--- src/sv/blr_pkg.sv ---
// Shared types and constants for the Bresenham line rasterizer.
// Depends on nothing; imported by bresenham_line_raster.
`default_nettype none

package blr_pkg;

    localparam int PIX_W              = 12;
    localparam int COLOUR_W           = 32;
    localparam int DEFAULT_COORD_BITS = 12;

    // Command codes carried on the cmd field.
    localparam logic CMD_START = 1'b0;
    localparam logic CMD_STEP  = 1'b1;

    typedef struct packed {
        logic [PIX_W-1:0]    x;
        logic [PIX_W-1:0]    y;
        logic [COLOUR_W-1:0] colour;
        logic                last;
    } t_pixel;

endpackage

`default_nettype wire

--- src/sv/bresenham_line_raster.sv ---
// Bresenham line rasterizer for all octants, one beat in and at most one beat out.
// Depends on blr_pkg for field widths, command codes and the pixel struct.
//
// Usage:
//   Input channel (i_valid / o_stall): a beat with cmd = start loads two
//   endpoints and a colour and emits nothing; a start while a line is running
//   drops that line. A beat with cmd = step emits the next pixel of the line,
//   or nothing when no line is loaded.
//   Output channel (o_valid / i_stall): one beat per pixel with x, y, colour
//   and a last flag on the final pixel. After the last pixel the block is idle.
// Timing and throughput:
//   The pixel of an accepted step beat is registered in the output register,
//   or in the skid register while the receiver stalls. One beat is accepted
//   per cycle while o_stall is low, so a line then streams at one pixel per clock.
// Stalls:
//   A skid register behind the output register catches one pixel while the
//   receiver stalls; o_stall rises only when that skid register is full.
// Reset:
//   i_rst_n (synchronous, active low) leaves the block idle with both output
//   registers empty; no line is loaded.
`default_nettype none

module bresenham_line_raster #(
    parameter int COORD_BITS = blr_pkg::DEFAULT_COORD_BITS
) (
    input  wire logic                        i_clk,
    input  wire logic                        i_rst_n,
    input  wire logic                        i_valid,
    output logic                             o_stall,
    input  wire logic                        i_cmd,
    input  wire logic [blr_pkg::PIX_W-1:0]   i_start_x,
    input  wire logic [blr_pkg::PIX_W-1:0]   i_start_y,
    input  wire logic [blr_pkg::PIX_W-1:0]   i_end_x,
    input  wire logic [blr_pkg::PIX_W-1:0]   i_end_y,
    input  wire logic [blr_pkg::COLOUR_W-1:0] i_colour_in,
    output logic                             o_valid,
    input  wire logic                        i_stall,
    output logic [blr_pkg::PIX_W-1:0]        o_pixel_x,
    output logic [blr_pkg::PIX_W-1:0]        o_pixel_y,
    output logic [blr_pkg::COLOUR_W-1:0]     o_pixel_colour,
    output logic                             o_last_pixel
);
    import blr_pkg::*;

    localparam int C     = COORD_BITS;
    localparam int ACC_W = COORD_BITS + 3;

    // Line state.
    logic [C-1:0]              r_major_pos, n_major_pos;
    logic [C-1:0]              r_major_end, n_major_end;
    logic [C-1:0]              r_minor_pos, n_minor_pos;
    logic signed [ACC_W-1:0]   r_error_acc, n_error_acc;
    logic [C:0]                r_error_inc, n_error_inc;
    logic [C:0]                r_error_dec, n_error_dec;
    logic [C-1:0]              r_major_span, n_major_span;
    logic                      r_axes_swapped, n_axes_swapped;
    logic                      r_minor_rising, n_minor_rising;
    logic [COLOUR_W-1:0]       r_held_colour, n_held_colour;
    logic                      r_busy, n_busy;

    // Output register and skid register.
    t_pixel                    r_out, n_out;
    logic                      r_out_valid, n_out_valid;
    t_pixel                    r_skid, n_skid;
    logic                      r_skid_valid, n_skid_valid;

    logic                      in_beat;
    logic                      step_fire;
    logic                      load_fire;
    logic                      last;
    t_pixel                    pix;

    // Start decode.
    logic [C-1:0]              ax, ay, bx, by;
    logic [C-1:0]              dx, dy;
    logic                      steep;
    logic [C-1:0]              maj_a, maj_b, min_a, min_b;
    logic [C-1:0]              maj_lo, maj_hi, min_lo, min_hi;
    logic [C-1:0]              span;
    logic [C-1:0]              minor_delta;

    // Step arithmetic.
    logic signed [ACC_W-1:0]   acc_sum;
    logic signed [ACC_W-1:0]   span_ext;
    logic                      minor_move;

    assign o_stall   = r_skid_valid;
    assign in_beat   = i_valid && !r_skid_valid;
    assign load_fire = in_beat && (i_cmd == CMD_START);
    assign step_fire = in_beat && (i_cmd == CMD_STEP) && r_busy;

    always_comb begin
        ax = C'(i_start_x);
        ay = C'(i_start_y);
        bx = C'(i_end_x);
        by = C'(i_end_y);
        dx = (ax > bx) ? (ax - bx) : (bx - ax);
        dy = (ay > by) ? (ay - by) : (by - ay);
        steep = dx < dy;
        maj_a = steep ? ay : ax;
        maj_b = steep ? by : bx;
        min_a = steep ? ax : ay;
        min_b = steep ? bx : by;
        if (maj_b < maj_a) begin
            maj_lo = maj_b;
            maj_hi = maj_a;
            min_lo = min_b;
            min_hi = min_a;
        end else begin
            maj_lo = maj_a;
            maj_hi = maj_b;
            min_lo = min_a;
            min_hi = min_b;
        end
        span        = maj_hi - maj_lo;
        minor_delta = steep ? dx : dy;
    end

    always_comb begin
        last       = r_major_pos == r_major_end;
        acc_sum    = r_error_acc + $signed({2'b00, r_error_inc});
        span_ext   = $signed({3'b000, r_major_span});
        minor_move = acc_sum > span_ext;

        pix.x      = r_axes_swapped ? PIX_W'(r_minor_pos) : PIX_W'(r_major_pos);
        pix.y      = r_axes_swapped ? PIX_W'(r_major_pos) : PIX_W'(r_minor_pos);
        pix.colour = r_held_colour;
        pix.last   = last;
    end

    always_comb begin
        n_major_pos    = r_major_pos;
        n_major_end    = r_major_end;
        n_minor_pos    = r_minor_pos;
        n_error_acc    = r_error_acc;
        n_error_inc    = r_error_inc;
        n_error_dec    = r_error_dec;
        n_major_span   = r_major_span;
        n_axes_swapped = r_axes_swapped;
        n_minor_rising = r_minor_rising;
        n_held_colour  = r_held_colour;
        n_busy         = r_busy;

        if (load_fire) begin
            n_major_pos    = maj_lo;
            n_major_end    = maj_hi;
            n_minor_pos    = min_lo;
            n_major_span   = span;
            n_error_inc    = {minor_delta, 1'b0};
            n_error_dec    = {span, 1'b0};
            n_error_acc    = '0;
            n_axes_swapped = steep;
            n_minor_rising = min_hi > min_lo;
            n_held_colour  = i_colour_in;
            n_busy         = 1'b1;
        end else if (step_fire) begin
            n_error_acc = acc_sum;
            if (minor_move) begin
                n_minor_pos = r_minor_rising ? (r_minor_pos + 1'b1) : (r_minor_pos - 1'b1);
                n_error_acc = acc_sum - $signed({2'b00, r_error_dec});
            end
            if (last) begin
                n_busy = 1'b0;
            end else begin
                n_major_pos = r_major_pos + 1'b1;
            end
        end
    end

    // A new pixel goes to the output register when it is free or drains this
    // cycle, otherwise it parks in the skid register. Input is refused while
    // the skid register is full, so the two never collide.
    always_comb begin
        n_out        = r_out;
        n_out_valid  = r_out_valid;
        n_skid       = r_skid;
        n_skid_valid = r_skid_valid;

        if (step_fire) begin
            if (!r_out_valid || !i_stall) begin
                n_out       = pix;
                n_out_valid = 1'b1;
            end else begin
                n_skid       = pix;
                n_skid_valid = 1'b1;
            end
        end else if (r_out_valid && !i_stall) begin
            if (r_skid_valid) begin
                n_out        = r_skid;
                n_skid_valid = 1'b0;
            end else begin
                n_out_valid = 1'b0;
            end
        end
    end

    always_ff @(posedge i_clk) begin
        r_major_pos    <= n_major_pos;
        r_major_end    <= n_major_end;
        r_minor_pos    <= n_minor_pos;
        r_error_acc    <= n_error_acc;
        r_error_inc    <= n_error_inc;
        r_error_dec    <= n_error_dec;
        r_major_span   <= n_major_span;
        r_axes_swapped <= n_axes_swapped;
        r_minor_rising <= n_minor_rising;
        r_held_colour  <= n_held_colour;
        r_out          <= n_out;
        r_skid         <= n_skid;
        if (!i_rst_n) begin
            r_busy       <= 1'b0;
            r_out_valid  <= 1'b0;
            r_skid_valid <= 1'b0;
        end else begin
            r_busy       <= n_busy;
            r_out_valid  <= n_out_valid;
            r_skid_valid <= n_skid_valid;
        end
    end

    assign o_valid        = r_out_valid;
    assign o_pixel_x      = r_out.x;
    assign o_pixel_y      = r_out.y;
    assign o_pixel_colour = r_out.colour;
    assign o_last_pixel   = r_out.last;

endmodule

`default_nettype wire
--- config.mk ---
export PLATFORM = sky130hd
export DESIGN_NAME = bresenham_line_raster
export DESIGN_NICKNAME = d
export VERILOG_FILES = /design/src/sv/blr_pkg.sv /design/src/sv/bresenham_line_raster.sv
export SDC_FILE = /design/constraint.sdc
export NUM_CORES = 1
export LEC_CHECK = 0
export ABC_AREA = 1
export BUFFER_PORTS_ARGS = -buffer_cell sky130_fd_sc_hd__buf_2
export CAP_MARGIN = 25
export CORE_ASPECT_RATIO = 1.4
export CORE_MARGIN = 1
export CORE_UTILIZATION = 60
export CTS_BUF_LIST = sky130_fd_sc_hd__clkbuf_16
export DETAILED_ROUTE_END_ITERATION = 7
export PLACE_DENSITY = 0.81
export RECOVER_POWER = 25
export REMOVE_ABC_BUFFERS = 1
export SLEW_MARGIN = 30
export SYNTH_ARGS = -nofsm -noshare
export SYNTH_HDL_FRONTEND = slang
export SYNTH_SLANG_ARGS = --single-unit
--- constraint.sdc ---
create_clock -name i_clk -period 8.69 [get_ports i_clk]
set_input_delay 0.4345 -clock i_clk [delete_from_list [all_inputs] [get_ports i_clk]]
set_output_delay 0.4345 -clock i_clk [all_outputs]
set_load 0.01 [all_outputs]
==> out/metrics.csv <==
stage,metric,value,unit
clock_network,CTS sink cnt,225,
floorplanning,core area,0.02406,mm²
synthesis,"FFs w/ async S/R, synth",0,%
route,Detailed Route WL,37.53,mm
route,Routed Antenna Nets,0,
grt,met3 usage,3.487,%
setup_path,CP max FO,68,
synthesis,dominant synthesized flop cell,edfxtp_1,
sta,hold_ws,0.1046,ns
synthesis,post-synthesis cell type count,48,
run_status,status,finished with violations,
layout,Antenna diodes,0,
sta,FMAX,128.2,MHz
placement,dpl cell area,0.01585,mm²
sta,Slew HR,-14.75,%
route,DRC Markers,0,
min_path,worst hold path startpoint,i_colour_in[29],
sta,setup TNS after final layout,0,ns
layout,filler instances,1913,
synthesis,Synth Area in Compound Gates,12.86,%
placement,DP Wirelength,29.11,mm
min_path,Hold Path Depth,1,
grt,pin count of the biggest net entering global routing,69,
clock_network,"Hold-fix buffers, CTS",0,
layout,area delta synth->final,11.02,%
synthesis,"EDFF count, synth",208,
synthesis,"Seq/Total Area, Yosys",44.47,%
setup_path,RR Endpoint,r_minor_pos[5]$_DFFE_PP_,
placement,routability cong.,1.093,
min_path,Worst Hold Endpoint,r_held_colour[29]$_DFFE_PP_,
synthesis,mux share of post-synthesis cell area,0.3379,%
run_status,failing checks,"capacitance limit, slew limit",
sta,Slew @ Worst Pin,1.721,ns
synthesis,Synth warnings,0,
clock_network,Post-CTS Setup Bufs,0,
min_path,Min-Delay Path Class,in2reg,
synthesis,Mapped Cells,1762,
floorplanning,die height,187.9,µm
power_and_ir_drop,Power Density,378.0,mW/mm²
synthesis,cell area after synthesis,0.01481,mm²
grt,total congestion overflow,0,
synthesis,largest family of logic cells by synthesized area,simple AND/OR/NAND/NOR gates,
power_and_ir_drop,largest vdd supply drop,0.0002130,V
floorplanning,Starting Density,61.56,%
clock_network,# H-tree levels,1,
setup_path,cell family with most CP delay,compound AO/OA/AOI/OAI gates,
route,drt wl/cell,16.98,µm
setup_path,Critical Path Start Type,input port,
route,vias per cell,5.662,
sta,Final Hold Fails,0,
placement,I/O Buffers,143,
grt,GRT Overall Usage,30.09,%
setup_path,CP Class,in2reg,
floorplanning,I/O pin cnt,144,
setup_path,reg2reg setup slack,4.67,ns
layout,layout cells sized above 1,9.842,%
power_and_ir_drop,P_leak,7.504,nW
grt,initial antenna violation count,0,
clock_network,cts repair resizes,0,
layout,cell area after layout,0.01644,mm²
route,DR vias,12510,
layout,Nets,2104,
sta,Slew Limit Fails,49,
grt,gr busiest metal,met2,
clock_network,Clock Root Buffer,clkbuf_16,
route,Initial DRT Pass Iterations,7,
grt,routing usage on met1,33.79,%
clock_network,Clock Path Buffers,3,
setup_path,r2r worst-path depth,16,
synthesis,Post-Synth XOR/XNOR Area,4.554,%
grt,met2 GRT Util,53.81,%
sta,period utilization,89.78,%
setup_path,Crit. End Element,flip-flop,
sta,final setup vio count,0,
setup_path,Slowest cell on crit path,o21ai_0,
setup_path,crit path buf inv count,11,
synthesis,Synth top area share,42.17,%
route,Initial DRC Count,863,
setup_path,Worst path max stage delay,0.49,ns
clock_network,total CTS buffers,21,
setup_path,Worst path most repeated cell,inv_1,
clock_network,CTS tree,yes,
synthesis,syn_area_per_cell,8.405,µm²
sta,RSZ-0062 raised after global routing,no,
setup_path,reg2reg start,r_error_inc[1]$_DFFE_PP_,
flow_run,MaxCap Viol Count,1,
synthesis,simple logic cell fraction of the synthesized area,19.18,%
synthesis,#FFs+latches synth,225,
setup_path,worst path required time,8.93,ns
synthesis,Synth area leader,edfxtp_1,
grt,vias in the first global route,12130,
sta,Setup Skew,0.01903,ns
grt,first-pass GRT wire length,59.73,mm
synthesis,adder-cell area share of the yosys netlist,11.68,%
setup_path,CP Data Arrival Time,8.04,ns
sta,fin crit period,7.802,ns
clock_network,"CTS clk-pin slew, worst paths",0.06,ns
floorplanning,# rows,67,
floorplanning,die extent in x,134.8,µm
clock_network,clock latency at the later pin of the worst-skew pair,0.50,ns
synthesis,Area contributors post-synth,"edfxtp_1 (42%), nand2_1 (14%), ha_1 (11%)",
floorplanning,die footprint,0.02533,mm²
## flip-flops by register name, summed over array words and instances, names as in the netlist
name	count
o_valid	1
r_minor_pos	12
o_pixel_colour	32
r_minor_rising	1
r_skid	57
r_major_span	12
r_major_end	12
r_held_colour	32
o_pixel_x	12
r_busy	1
o_pixel_y	12
o_last_pixel	1
r_error_acc	14
r_major_pos	12
r_axes_swapped	1
r_error_inc	12
o_stall	1
## cells by family after synthesis
group / after synthesis
compound gates: 356
xor+xnor: 77
fa+ha+maj: 134
buf+inv: 261
flops: 225
mux: 5
simple gates: 704
## final cells by class
cell class,instances,area (µm²),area share [%]
inverter,201,754.5,4.588
clock buffer,21,525.5,3.196
tap,310,387.9,2.359
sequential,225,6586,40.05
clock inverter,17,116.4,0.7077
multi-input combinational,1276,7222,43.92
timing repair buffer,160,850.8,5.174
## worst register-to-register path: cells and delay by family, from the launching register on
kind	cells	cell delay [ns]
compound gates	6	1.24
xor+xnor	1	0.16
fa+ha+maj	3	0.97
buf+inv	1	0.27
flops	1	0.38
simple gates	5	0.73
## per-layer routing
| metal | wire length [µm] | vias to the layer above |
|---|---|---|
| li1 | - | 6151 |
| met1 | 14000 | 5725 |
| met2 | 18820 | 514 |
| met3 | 2304 | 122 |
| met4 | 2407 | 0 |
| met5 | 0 | - |
## power by group
group	leakage, nW	internal, W	switching [W]	total (W)
registers	2.05	0.00146	0.0000865	0.00154
logic	5.13	0.00132	0.00249	0.00381
clock network	0.325	0.000475	0.000386	0.000861
## cells in the mapped netlist, types with 2 or more instances
cell	instances
a21boi_0	2
a21o_1	4
a21oi_1	112
a21oi_2	2
a221oi_1	3
a31oi_1	6
buf_1	3
buf_2	13
buf_4	2
buf_6	3
clkbuf_1	39
clkinv_1	3
dfxtp_1	17
edfxtp_1	208
fa_1	7
ha_1	127
inv_1	196
inv_2	2
mux2i_1	5
nand2_1	538
nand2_2	7
nand3_1	50
nand3_2	2
nand4_1	22
nor2_1	64
nor3_1	11
nor4_1	4
o2111ai_1	3
o211ai_1	4
o21ai_0	183
o21ai_1	16
o21ai_2	2
o21bai_1	8
o221ai_1	3
o31ai_1	2
or2_2	2
xnor2_1	24
xor2_1	53
## worst max-delay path by stage
| stage | to | startpoint | cells past startpoint | slack (ns) |
|---|---|---|---|---|
| 2_1_floorplan | r_major_pos[0]$_DFFE_PP_ | i_valid | 6 | 0.47 |
| 3_3_place_gp | r_minor_rising$_DFFE_PP_ | i_start_x[0] | 41 | 0.81 |
| 3_5_place_dp | r_minor_rising$_DFFE_PP_ | i_start_x[0] | 41 | 0.50 |
| 4_1_cts | r_minor_rising$_DFFE_PP_ | i_start_x[0] | 41 | 0.98 |
| 5_1_grt | r_minor_rising$_DFFE_PP_ | i_start_x[0] | 41 | 0.09 |
| 6_report | r_minor_rising$_DFFE_PP_ | i_start_x[0] | 41 | 0.89 |
## layout by cell type, fill, tap and decap left out, types with 8 or more instances in the layout
cell type  Yosys  layout
buf_2         13     116
o21ai_1       16      16
nand2_1      538     538
xnor2_1       24      24
ha_1         127     127
clkbuf_1      39      28
dfxtp_1       17      17
nor2_1        64      63
clkbuf_16      0      21
inv_1        196     197
buf_4          2      13
nand3_1       50      49
o21ai_0      183     183
edfxtp_1     208     208
nor3_1        11      11
o21bai_1       8       8
clkinv_1       3       8
a21oi_1      112     112
nand4_1       22      22
xor2_1        53      53
## stage by stage
stage	util, %	setup WS, ns	total power, W	instances
after global routing	68.34	0.09364	0.006772	2210
after global placement	65.75	0.8135	0.005150	2171
after detailed placement	65.86	0.4980	0.005275	2172
after CTS	68.53	0.9755	0.006162	2210
after floorplan	-	0.4691	0.004283	1702
final	68.34	0.8883	0.006215	2210
(Power assumes the default switching activity.)
